[config.mk]
export PLATFORM = sky130hd
export DESIGN_NAME = ir_carrier_spi_modulator_flat
export DESIGN_NICKNAME = d
export VERILOG_FILES = /design/src/sv/ircs_pkg.sv /design/src/sv/ircs_if.sv /design/src/sv/ir_carrier_spi_modulator.sv /design/src/sv/ircs_ctrl.sv /design/src/sv/ircs_dp.sv /design/src/flat_wrapper.sv
export VERILOG_INCLUDE_DIRS = /design/src /design/src/sv
export SDC_FILE = /design/constraint.sdc
export NUM_CORES = 1
export LEC_CHECK = 0
export ABC_AREA = 0
export CAP_MARGIN = 25
export CORE_MARGIN = 2
export CORE_UTILIZATION = 65
export CTS_CLUSTER_SIZE = 28
export DETAILED_ROUTE_END_ITERATION = 8
export DONT_BUFFER_PORTS = 1
export PLACE_DENSITY = 0.88
export SLEW_MARGIN = 25
export SYNTH_ARGS = -nofsm -noshare
export SYNTH_HDL_FRONTEND = slang
export SYNTH_HIERARCHICAL = 1
export SYNTH_SLANG_ARGS = --single-unit
export TNS_END_PERCENT = 100
[constraint.sdc]
create_clock -name clk -period 8.45 [get_ports clk]
set_input_delay 0.4225 -clock clk [delete_from_list [all_inputs] [get_ports clk]]
set_output_delay 0.4225 -clock clk [all_outputs]
set_load 0.02 [all_outputs]
[src/sv/ir_carrier_spi_modulator_assert.svh]
// ---------------------------------------------------------------------------
// IR carrier SPI modulator assertion macros
// Concurrent property wrappers clocked on clk with synchronous reset rst_n.
// ---------------------------------------------------------------------------
`ifndef IR_CARRIER_SPI_MODULATOR_ASSERT_SVH
`define IR_CARRIER_SPI_MODULATOR_ASSERT_SVH

// Same-cycle implication.
`define IRCS_ASSERT_NOW(lbl, ante, cons, msg) \
  lbl: assert property (@(posedge clk) disable iff (!rst_n) (ante) |-> (cons)) else $error(msg);

// Next-cycle implication.
`define IRCS_ASSERT_NEXT(lbl, ante, cons, msg) \
  lbl: assert property (@(posedge clk) disable iff (!rst_n) (ante) |=> (cons)) else $error(msg);

`endif

[src/sv/ircs_pkg.sv]
// ---------------------------------------------------------------------------
// IR carrier SPI modulator package
// Shared constants, register indexes and controller/datapath structs.
// ---------------------------------------------------------------------------
package ircs_pkg;

  localparam int SLOTS_PER_FRAME     = 9;
  localparam int MAX_SAMPLES_PER_BIT = 63;
  localparam int SPB_W               = 6;
  localparam int BITS_PER_BYTE       = 8;
  localparam int CFG_IDX_W           = 1;
  localparam int CFG_DATA_W          = 16;

  localparam logic [CFG_IDX_W-1:0] REG_CARRIER_PERIOD = 1'd0;
  localparam logic [CFG_IDX_W-1:0] REG_BIT_PERIOD     = 1'd1;

  localparam logic [7:0]  CARRIER_PERIOD_RST = 8'd26;
  localparam logic [15:0] BIT_PERIOD_RST     = 16'd560;

  typedef struct packed {
    logic accept;
    logic spb_sat;
    logic div_init;
    logic div_step;
    logic div_finish;
    logic slot_step;
    logic flush;
    logic fin;
  } ircs_cmd_t;

  typedef struct packed {
    logic active;
    logic sat;
    logic div_last;
    logic run_end;
    logic last;
    logic flush_done;
    logic fin_done;
    logic pend_valid;
  } ircs_status_t;

endpackage

[src/sv/ircs_if.sv]
// ---------------------------------------------------------------------------
// IR carrier SPI modulator channels
// Valid/ready channels for command requests, result bytes and config.
// ---------------------------------------------------------------------------
interface ircs_in_if;
  logic       valid;
  logic       ready;
  logic [7:0] cmd_byte;
  logic       last_byte;
  modport source (output valid, output cmd_byte, output last_byte, input ready);
  modport sink   (input valid, input cmd_byte, input last_byte, output ready);
endinterface

interface ircs_out_if;
  logic       valid;
  logic       ready;
  logic [7:0] out_byte;
  logic       last_of_run;
  modport source (output valid, output out_byte, output last_of_run, input ready);
  modport sink   (input valid, input out_byte, input last_of_run, output ready);
endinterface

interface ircs_cfg_if;
  logic        valid;
  logic        ready;
  logic [0:0]  index;
  logic [15:0] data;
  modport source (output valid, output index, output data, input ready);
  modport sink   (input valid, input index, input data, output ready);
endinterface

[src/sv/ir_carrier_spi_modulator.sv]
// ---------------------------------------------------------------------------
// IR carrier SPI modulator
// Expands command bytes into packed carrier samples for an SPI link.
// ---------------------------------------------------------------------------
//  channel  dir  payload                         handshake
//  in_ch    in   cmd_byte[7:0], last_byte        valid/ready
//  out_ch   out  out_byte[7:0], last_of_run      valid/ready
//  cfg_ch   in   index[0:0], data[15:0]          valid/ready (ready tied high)
//
// A request steps one sample slot per cycle through the slot sequencer while it is
// not held (none when samples_per_bit is zero); a last request adds a flush step.
// The first request of a command runs the restoring divider before its slots
// (one quotient bit per cycle), which is skipped when the result saturates.
// Reset is synchronous on rst_n; no clearing pass is needed.
// A full output register that is not taken and a full pending byte hold the slot sequencer and the flush.
// ---------------------------------------------------------------------------
`include "ir_carrier_spi_modulator_assert.svh"

module ir_carrier_spi_modulator (
  input  logic        clk,
  input  logic        rst_n,
  ircs_in_if.sink     in_ch,
  ircs_out_if.source  out_ch,
  ircs_cfg_if.sink    cfg_ch
);
  import ircs_pkg::*;

  ircs_cmd_t    cmd;
  ircs_status_t st;
  logic         cfg_we;

  // Config writes are always taken; the user must land them between commands, as the block does not enforce it.
  assign cfg_ch.ready = 1'b1;
  assign cfg_we       = cfg_ch.valid;

  // Sequencer: command start, divider, slot loop, flush, hand-off.
  ircs_ctrl u_ctrl (
    .clk      (clk),
    .rst_n    (rst_n),
    .in_valid (in_ch.valid),
    .in_ready (in_ch.ready),
    .st       (st),
    .cmd      (cmd)
  );

  // Datapath: registers, divider, packer and result buffer.
  ircs_dp u_dp (
    .clk          (clk),
    .rst_n        (rst_n),
    .cmd          (cmd),
    .st           (st),
    .cfg_we       (cfg_we),
    .cfg_idx      (cfg_ch.index),
    .cfg_wdata    (cfg_ch.data),
    .in_cmd_byte  (in_ch.cmd_byte),
    .in_last_byte (in_ch.last_byte),
    .out_valid    (out_ch.valid),
    .out_ready    (out_ch.ready),
    .out_byte     (out_ch.out_byte),
    .out_last     (out_ch.last_of_run)
  );

  // Drop ready after every accepted request until its work is done.
  `IRCS_ASSERT_NEXT(a_busy_after_accept, in_ch.valid && in_ch.ready, !in_ch.ready, "not busy")
  // Never take a new request while a byte is still parked in the pending slot.
  `IRCS_ASSERT_NOW(a_idle_no_pending, in_ch.ready, !st.pend_valid, "pending byte left at idle")
  // A waiting non-final byte means its request is still in progress.
  `IRCS_ASSERT_NOW(a_run_closed, out_ch.valid && !out_ch.last_of_run, !in_ch.ready, "run open")

endmodule

[src/sv/ircs_ctrl.sv]
// ---------------------------------------------------------------------------
// IR carrier SPI modulator controller
// Sequences command start, division, slot expansion, flush and hand-off.
// ---------------------------------------------------------------------------
module ircs_ctrl (
  input  logic                  clk,
  input  logic                  rst_n,
  input  logic                  in_valid,
  output logic                  in_ready,
  input  ircs_pkg::ircs_status_t st,
  output ircs_pkg::ircs_cmd_t    cmd
);
  import ircs_pkg::*;

  typedef enum logic [2:0] {
    S_IDLE, S_START, S_DIV, S_DIVEND, S_RUN, S_FLUSH, S_FIN
  } state_t;

  state_t state_r, state_nxt;
  logic   in_ready_r, in_ready_nxt;

  always_comb begin
    cmd          = '0;
    state_nxt    = state_r;
    in_ready_nxt = in_ready_r;
    case (state_r)
      S_IDLE: begin
        if (in_valid && in_ready_r) begin
          cmd.accept   = 1'b1;
          state_nxt    = S_START;
          in_ready_nxt = 1'b0;
        end
      end
      S_START: begin
        if (st.active) begin
          state_nxt = S_RUN;
        end else if (st.sat) begin
          cmd.spb_sat = 1'b1;
          state_nxt   = S_RUN;
        end else begin
          cmd.div_init = 1'b1;
          state_nxt    = S_DIV;
        end
      end
      S_DIV: begin
        cmd.div_step = 1'b1;
        if (st.div_last) state_nxt = S_DIVEND;
      end
      S_DIVEND: begin
        cmd.div_finish = 1'b1;
        state_nxt      = S_RUN;
      end
      S_RUN: begin
        cmd.slot_step = 1'b1;
        if (st.run_end) state_nxt = st.last ? S_FLUSH : S_FIN;
      end
      S_FLUSH: begin
        cmd.flush = 1'b1;
        if (st.flush_done) state_nxt = S_FIN;
      end
      S_FIN: begin
        cmd.fin = 1'b1;
        if (st.fin_done) begin
          state_nxt    = S_IDLE;
          in_ready_nxt = 1'b1;
        end
      end
      default: begin
        state_nxt    = S_IDLE;
        in_ready_nxt = 1'b1;
      end
    endcase
  end

  always_ff @(posedge clk) begin
    if (!rst_n) begin
      state_r    <= S_IDLE;
      in_ready_r <= 1'b1;
    end else begin
      state_r    <= state_nxt;
      in_ready_r <= in_ready_nxt;
    end
  end

  assign in_ready = in_ready_r;

endmodule

[src/sv/ircs_dp.sv]
// ---------------------------------------------------------------------------
// IR carrier SPI modulator datapath
// Config registers, slot divider, sample packer and two-entry result buffer.
// ---------------------------------------------------------------------------
module ircs_dp (
  input  logic                  clk,
  input  logic                  rst_n,
  input  ircs_pkg::ircs_cmd_t    cmd,
  output ircs_pkg::ircs_status_t st,
  input  logic                  cfg_we,
  input  logic [ircs_pkg::CFG_IDX_W-1:0]  cfg_idx,
  input  logic [ircs_pkg::CFG_DATA_W-1:0] cfg_wdata,
  input  logic [7:0]            in_cmd_byte,
  input  logic                  in_last_byte,
  output logic                  out_valid,
  input  logic                  out_ready,
  output logic [7:0]            out_byte,
  output logic                  out_last
);
  import ircs_pkg::*;

  logic [7:0]       cp_r;
  logic [15:0]      bp_r;
  logic [16:0]      rem_r;
  logic [SPB_W-1:0] quo_r;
  logic [2:0]       k_r;
  logic [SPB_W-1:0] spb_r;
  logic             active_r;
  logic [7:0]       data_r;
  logic             last_r;
  logic [2:0]       bit_cnt_r;
  logic [SPB_W-1:0] t_cnt_r;
  logic             odd_r;
  logic [3:0]       slot_pos_r;
  logic [7:0]       partial_r;
  logic             pend_valid_r;
  logic [7:0]       pend_r;
  logic             out_valid_r;
  logic [7:0]       out_byte_r;
  logic             out_last_r;

  logic [16:0] twice;
  logic [13:0] sat_lim;
  logic        sat;
  logic [16:0] trial;
  logic        fits;
  logic        in_stop;
  logic        samp;
  logic [7:0]  new_byte;
  logic        byte_full;
  logic        can_push;
  logic        slot_stall;
  logic        bit_end;
  logic        flush_need;
  logic        flush_stall;
  logic        step_go;
  logic        flush_go;
  logic        push;
  logic [7:0]  push_data;

  assign twice   = {bp_r, 1'b0};
  assign sat_lim = {6'd0, cp_r} * 14'(MAX_SAMPLES_PER_BIT);
  assign sat     = (cp_r == 8'd0) || (twice > {3'd0, sat_lim});
  assign trial   = {4'd0, 13'({5'd0, cp_r} << k_r)};
  assign fits    = rem_r >= trial;

  assign in_stop    = (slot_pos_r == 4'(SLOTS_PER_FRAME - 1));
  assign samp       = data_r[7] & ~odd_r;
  assign new_byte   = partial_r | (8'({7'd0, samp}) << (3'd7 - slot_pos_r[2:0]));
  assign byte_full  = !in_stop && (slot_pos_r[2:0] == 3'd7);
  assign can_push   = !pend_valid_r || !out_valid_r || out_ready;
  assign slot_stall = byte_full && !can_push;
  assign bit_end    = (t_cnt_r == spb_r - 6'd1);
  assign step_go    = cmd.slot_step && (spb_r != '0) && !slot_stall;

  assign flush_need  = (slot_pos_r != 4'd0) && !slot_pos_r[3];
  assign flush_stall = flush_need && !can_push;
  assign flush_go    = cmd.flush && !flush_stall;

  assign push      = (step_go && byte_full) || (flush_go && flush_need);
  assign push_data = flush_go ? partial_r : new_byte;

  always_comb begin
    st            = '0;
    st.active     = active_r;
    st.sat        = sat;
    st.div_last   = (k_r == 3'd0);
    st.run_end    = (spb_r == '0) || ((bit_cnt_r == 3'd7) && bit_end && !slot_stall);
    st.last       = last_r;
    st.flush_done = !flush_stall;
    st.fin_done   = can_push;
    st.pend_valid = pend_valid_r;
  end

  // Config registers.
  always_ff @(posedge clk) begin
    if (!rst_n) begin
      cp_r <= CARRIER_PERIOD_RST;
      bp_r <= BIT_PERIOD_RST;
    end else if (cfg_we) begin
      case (cfg_idx)
        REG_CARRIER_PERIOD: cp_r <= cfg_wdata[7:0];
        REG_BIT_PERIOD:     bp_r <= cfg_wdata;
        default:            ;
      endcase
    end
  end

  // Restoring divider, one quotient bit per cycle.
  always_ff @(posedge clk) begin
    if (cmd.div_init) begin
      rem_r <= twice;
      quo_r <= '0;
      k_r   <= 3'd5;
    end else if (cmd.div_step) begin
      if (fits) begin
        rem_r     <= rem_r - trial;
        quo_r[k_r] <= 1'b1;
      end
      k_r <= k_r - 3'd1;
    end
  end

  // Command, slot and packing state.
  always_ff @(posedge clk) begin
    if (!rst_n) begin
      spb_r      <= '0;
      active_r   <= 1'b0;
      slot_pos_r <= '0;
      partial_r  <= '0;
      bit_cnt_r  <= '0;
      t_cnt_r    <= '0;
      odd_r      <= 1'b0;
      last_r     <= 1'b0;
    end else begin
      if (cmd.accept) begin
        data_r    <= in_cmd_byte;
        last_r    <= in_last_byte;
        bit_cnt_r <= '0;
        t_cnt_r   <= '0;
        odd_r     <= 1'b0;
      end
      if (cmd.spb_sat) begin
        spb_r    <= SPB_W'(MAX_SAMPLES_PER_BIT);
        active_r <= 1'b1;
      end
      if (cmd.div_finish) begin
        spb_r    <= quo_r + SPB_W'(rem_r != 17'd0);
        active_r <= 1'b1;
      end
      if (step_go) begin
        if (in_stop) begin
          slot_pos_r <= '0;
        end else begin
          partial_r  <= byte_full ? 8'd0 : new_byte;
          slot_pos_r <= slot_pos_r + 4'd1;
        end
        if (bit_end) begin
          t_cnt_r   <= '0;
          odd_r     <= 1'b0;
          data_r    <= {data_r[6:0], 1'b0};
          bit_cnt_r <= bit_cnt_r + 3'd1;
        end else begin
          t_cnt_r <= t_cnt_r + 6'd1;
          if (!in_stop) odd_r <= ~odd_r;
        end
      end
      if (flush_go) begin
        slot_pos_r <= '0;
        partial_r  <= '0;
        active_r   <= 1'b0;
      end
    end
  end

  // Pending byte plus output register: the pending byte is marked last
  // only once the request is known to produce nothing more.
  always_ff @(posedge clk) begin
    if (!rst_n) begin
      pend_valid_r <= 1'b0;
      out_valid_r  <= 1'b0;
    end else begin
      if (push) begin
        if (pend_valid_r) begin
          out_valid_r <= 1'b1;
          out_byte_r  <= pend_r;
          out_last_r  <= 1'b0;
        end else if (out_ready) begin
          out_valid_r <= 1'b0;
        end
        pend_valid_r <= 1'b1;
        pend_r       <= push_data;
      end else if (cmd.fin && pend_valid_r && can_push) begin
        out_valid_r  <= 1'b1;
        out_byte_r   <= pend_r;
        out_last_r   <= 1'b1;
        pend_valid_r <= 1'b0;
      end else if (out_ready) begin
        out_valid_r <= 1'b0;
      end
    end
  end

  assign out_valid = out_valid_r;
  assign out_byte  = out_byte_r;
  assign out_last  = out_last_r;

endmodule
[src/flat_wrapper.sv]
// flat-port wrapper written by rule: the top's interface ports become plain ports
module ir_carrier_spi_modulator_flat import ircs_pkg::*;
  (clk, rst_n, in_ch_valid, in_ch_cmd_byte, in_ch_last_byte, in_ch_ready, out_ch_valid, out_ch_out_byte, out_ch_last_of_run, out_ch_ready, cfg_ch_valid, cfg_ch_index, cfg_ch_data, cfg_ch_ready);
  ircs_in_if in_ch_i ();
  ircs_out_if out_ch_i ();
  ircs_cfg_if cfg_ch_i ();
  input  logic clk;
  input  logic rst_n;
  input wire logic [$bits(in_ch_i.valid)-1:0] in_ch_valid;
  input wire logic [$bits(in_ch_i.cmd_byte)-1:0] in_ch_cmd_byte;
  input wire logic [$bits(in_ch_i.last_byte)-1:0] in_ch_last_byte;
  output wire logic [$bits(in_ch_i.ready)-1:0] in_ch_ready;
  output wire logic [$bits(out_ch_i.valid)-1:0] out_ch_valid;
  output wire logic [$bits(out_ch_i.out_byte)-1:0] out_ch_out_byte;
  output wire logic [$bits(out_ch_i.last_of_run)-1:0] out_ch_last_of_run;
  input wire logic [$bits(out_ch_i.ready)-1:0] out_ch_ready;
  input wire logic [$bits(cfg_ch_i.valid)-1:0] cfg_ch_valid;
  input wire logic [$bits(cfg_ch_i.index)-1:0] cfg_ch_index;
  input wire logic [$bits(cfg_ch_i.data)-1:0] cfg_ch_data;
  output wire logic [$bits(cfg_ch_i.ready)-1:0] cfg_ch_ready;
  assign in_ch_i.valid = in_ch_valid;
  assign in_ch_i.cmd_byte = in_ch_cmd_byte;
  assign in_ch_i.last_byte = in_ch_last_byte;
  assign in_ch_ready = in_ch_i.ready;
  assign out_ch_valid = out_ch_i.valid;
  assign out_ch_out_byte = out_ch_i.out_byte;
  assign out_ch_last_of_run = out_ch_i.last_of_run;
  assign out_ch_i.ready = out_ch_ready;
  assign cfg_ch_i.valid = cfg_ch_valid;
  assign cfg_ch_i.index = cfg_ch_index;
  assign cfg_ch_i.data = cfg_ch_data;
  assign cfg_ch_ready = cfg_ch_i.ready;
  ir_carrier_spi_modulator u_core (.clk(clk), .rst_n(rst_n), .in_ch(in_ch_i), .out_ch(out_ch_i), .cfg_ch(cfg_ch_i));
endmodule
# Word level (Yosys, flattened, before mapping)
# Cells that the tools add are included.
[word_totals]
regBits = 111
input_bits = 31
wordCells = 171
out_inout_bits = 12
[classes]
bitwise_logic = 8
shift = 2
mul = 1
n_mux = 60
n_addsub = 8
order_cmp = 4
eq_ne = 16
reduce_logical = 50
[op_table]
columns = ["cell", "n"]
rows = [
  ["$mux W8", 8],
  ["$mux W17", 3],
  ["$mux W3", 10],
  ["$mux W6", 5],
  ["$mux W1", 27],
  ["$pmux W3 S7", 1],
  ["$ge A17 B13 Y1", 1],
  ["$gt A17 B14 Y1", 1],
  ["$reduce_bool A17 Y1", 1],
  ["$sub A17 B13 Y17", 1],
  ["$eq A3 B3 Y1 const B", 5],
  ["$logic_and A1 B1 Y1", 15],
  ["$mul A8 B6 Y14 const B", 1],
  ["$shl A8 B3 Y13", 1],
  ["$reduce_and A2 Y1", 6],
  ["$reduce_bool A2 Y1", 5],
  ["$logic_not A8 Y1", 1],
  ["$ne A2 B2 Y1 const B", 4],
  ["$or A8 B8 Y8", 1],
  ["$shl A1 B3 Y8", 1],
  ["$logic_not A1 Y1", 7],
  ["$add A6 B1 Y6", 1],
  ["$add A6 B1 Y6 const B", 1],
  ["$eq A3 B2 Y1 const B", 2],
  ["27 further kinds", 40],
]

# Depth between registers and ports, before layout
[logic_depth]
depth_word = 11
mapped_depth = 26
depth_no_buf = 24

# Hierarchy
# Netlist, hierarchy kept.
[modules_own_cells]
columns = ["module", "area_per_inst_um2", "n_inst", "seq_area_each_um2", "cells_per_inst"]
rows = [
  ["ircs_dp", 7163.1, 1, 2552.4, 774],
  ["ircs_ctrl", 370.4, 1, 80.1, 43],
  ["ir_carrier_spi_modulator", 11.3, 1, 0.0, 2],
]

# Least setup slack after synthesis
# OpenSTA, ideal clock, no wires.
[synth_path]
kind = "register -> register"
start = "register u_core.u_dp.cp_r[5]"
end = "register u_core.u_dp.rem_r[10] (enable)"
path_slack_ns = 2.345
arrival_time_ns = 5.733
path_stages_with_launch = 25
n_path_buf = 2
setup_ns = 0.372
required_time_ns = 8.078
synth_period_minus_slack_ns = 6.105
path_cell_list = "dfxtp_1 > inv_1 > fa_1 > inv_1 > fa_1 > inv_1 > fa_1 > inv_1 > ha_1 > a21o_1 > a21oi_1 > o21ai_0 > or4_1 > nand2_1 > xor2_1 > ha_1 > a21o_1 > a21o_1 > a211o_1 > a31oi_1 > o21ai_0 > buf_4 > nor3_1 > clkbuf_1 > or3_1"
[synth_lines]
columns = ["item", "line_no", "source"]
rows = [
  ["start, declared", "ircs_dp.sv:22", "logic [7:0] cp_r;"],
  ["start signal, assigned", "ircs_dp.sv:102", "REG_CARRIER_PERIOD: cp_r <= cfg_wdata[7:0];"],
  ["end signal, assigned", "ircs_dp.sv:112", "rem_r <= twice;"],
  ["end signal, assigned", "ircs_dp.sv:117", "rem_r <= rem_r - trial;"],
  ["end, declared", "ircs_dp.sv:24", "logic [16:0] rem_r;"],
]

==> metrics.txt <==
status=complete, no violations; row cnt=39; Setup crit end kind=flop; setup bufs post-CTS=0; initial antenna violation count=0; R2R Setup Slk=1.50 ns; Gate power share=53.9%; pin slew with the least headroom to its limit=0.905 ns; post-route ant nets=0; root buf cell=clkbuf_16; HP Start=rst_n; I/O pin cnt=43; max_cap viols=0; hold violation count in the final report=0; worst-case clock skew=between 0.01 and 0.015 ns; final period utilization=82.2%; sequential share of power=29.8%; clock sink count=111; Initial Utilization=roughly two thirds; area of the multi-input gates=0.00451 mm2; crit-path max FO=45; R2R Path Start=u_core/u_dp/cp_r[5]; setup violators final=0; core area=0.0114 mm2; Fmax achieved=0.144 GHz; relative slew slack=39.7%; FF/Latch Area=0.00263 mm2; CTS buffer count=9; die width=112 um; GRT Overall Usage=28.0%; net switching power=1.22 mW; Critical Path End=u_core/u_dp/rem_r[12]; deepest clock path buffer count=2; GP Congestion=0.920; vias in the first global route=5,839; synthesized cell area=0.00754 mm2; Via Count=6,078; routed len/inst=18.3 um; Startpoint Class=flop; worst reg2reg path depth=23; Net Sw Frac=45.2%; Skew-Pair Late Insertion Delay=0.36 ns; r2r endpoint=u_core/u_dp/rem_r[12]; first-pass GRT wire length=28,300 um; Slew Limit Fails=0; die area=0.0125 mm2; CTS tree=yes; post-DR vias/cell=6.46; area grow syn2layout=4.60%; # resized after CTS=0; H-tree depth=3; worst vdd ir=265 uV; starting DRC count in detailed routing=roughly 760; share of cells above drive strength 1=4.89%; LEAKAGE=3.28 nW; nets=just over 900; clock power share=16.2%; setup TNS=0 ns; drt first pass iters=6; syn nets=933; Syn Inst Count=818; CP Data Arrival Time=6.93 ns; # DRC=0; fin crit period=roughly 6.9 ns; power per cell area=344 mW/mm2; final WL=17,200 um; RSZ-0062 raised after global routing=false; Avg Synthesized Cell Area=9.21 um2; CTS hold repair buffers=0; Ant. Diodes=0; Clk pin slew, worst setup/hold paths=0.08 ns; largest net degree at the start of global routing=65; Tightest Hold Check Type=in2reg; CP Class=reg2reg; global route total overflow=0; Power Internal=1.48 mW; Ys Warns=6; die outline height=112 um; IO Port Bufs=0; worst setup path startpoint=u_core/u_dp/cp_r[5]; Hold WS=~0.18 ns; worst endpoint required time=8.44 ns; DP HPWL=around 13,000 um; Fill cells=799
## power groups by stage
stage	sequential (mW)	clock (mW)	combinational [mW]
global placement	0.806	0	1.34
finish	0.809	0.439	1.46
global route	0.823	0.465	1.61
CTS	0.803	0.446	1.43
detailed placement	0.814	0	1.41
floorplan	0.744	0	1.17
## final cells by class
type / count / share of cell area (%)
Multi-Input combinational cell: 610 / 57.2
Clock buffer: 9 / 2.86
Inverter: 58 / 2.76
Sequential cell: 111 / 33.4
Clock inverter: 7 / 1.19
Timing Repair Buffer: 3 / 0.286
Tap cell: 143 / 2.27
## cells in the final DEF, fill, tap and decap left out, types with 5 or more instances in the layout
master,count
dfxtp_1,70
a211oi_1,5
nand3b_1,7
xnor2_1,17
and3b_1,6
fa_1,20
nor2_1,51
xor2_1,18
a21o_1,17
ha_1,64
o21ai_0,27
a31oi_1,9
a21oi_1,45
nand4_1,10
a31o_2,5
nor3b_1,6
o31ai_1,18
o211ai_1,9
mux2i_1,20
or3_1,5
nor4_1,5
nor3_1,18
nand2_1,97
edfxtp_1,41
nor2b_1,14
inv_1,57
and3_1,6
clkbuf_16,9
a21boi_0,20
nand2b_1,12
nand3_1,16
## how the worst min path moves through the flow
stage / endpoint / slack [ns] / cells after the start
after floorplan: u_core/u_dp/out_byte[0] / 0.40 / 0
after global placement: u_core/u_dp/out_byte[1] / 0.40 / 0
after detailed placement: u_core/u_dp/out_byte[7] / 0.41 / 0
after CTS: u_core/u_dp/bp_r[5] / 0.15 / 1
after global routing: u_core/u_dp/data_r[0] / 0.17 / 0
final: u_core/u_dp/bp_r[5] / 0.18 / 1
## critical path: stages, from the launching register on
cell	delay, ns
dfxtp_1	0.51
inv_1	0.16
fa_1	0.50
inv_1	0.08
fa_1	0.53
inv_1	0.06
fa_1	0.54
inv_1	0.05
ha_1	0.33
a21o_1	0.17
a21oi_1	0.21
o21ai_0	0.15
or4_1	0.44
nand2_1	0.11
xor2_1	0.20
ha_1	0.30
a21o_1	0.18
a21o_1	0.18
a211o_1	0.28
a31oi_1	0.17
o21ai_0	0.23
nor3_2	0.20
buf_4	0.38
or3_1	0.59
## sequential cells by signal (all words and copies together) (netlist names), 8 cells and up
signal                 cells
u_core/u_dp/pend_r         8
u_core/u_dp/cp_r           8
u_core/u_dp/rem_r         17
u_core/u_dp/out_byte       8
u_core/u_dp/partial_r      8
u_core/u_dp/data_r         8
u_core/u_dp/bp_r          16
## per-layer routing
metal,GRT usage (%),vias to the layer above,wire length (um)
met4,9.55,0,367
met2,46.5,288,8250
li1,-,2861,-
met1,37.5,2886,7310
met5,0,-,0
met3,4.52,43,1260
## stage by stage
step | util (%) | std cells | power (mW) | instance area (um2) | worst slack, ns
2_1_floorplan | - | 818 | 1.91 | 7540 | 2.34
3_3_place_gp | 66.5 | 925 | 2.15 | 7560 | 1.84
3_5_place_dp | 66.5 | 925 | 2.23 | 7560 | 1.56
4_1_cts | 69.3 | 941 | 2.68 | 7880 | 1.54
5_1_grt | 69.3 | 941 | 2.90 | 7880 | 1.18
6_report | 69.3 | 941 | 2.71 | 7880 | 1.50
No activity file was read; power rests on OpenSTA's default activity.
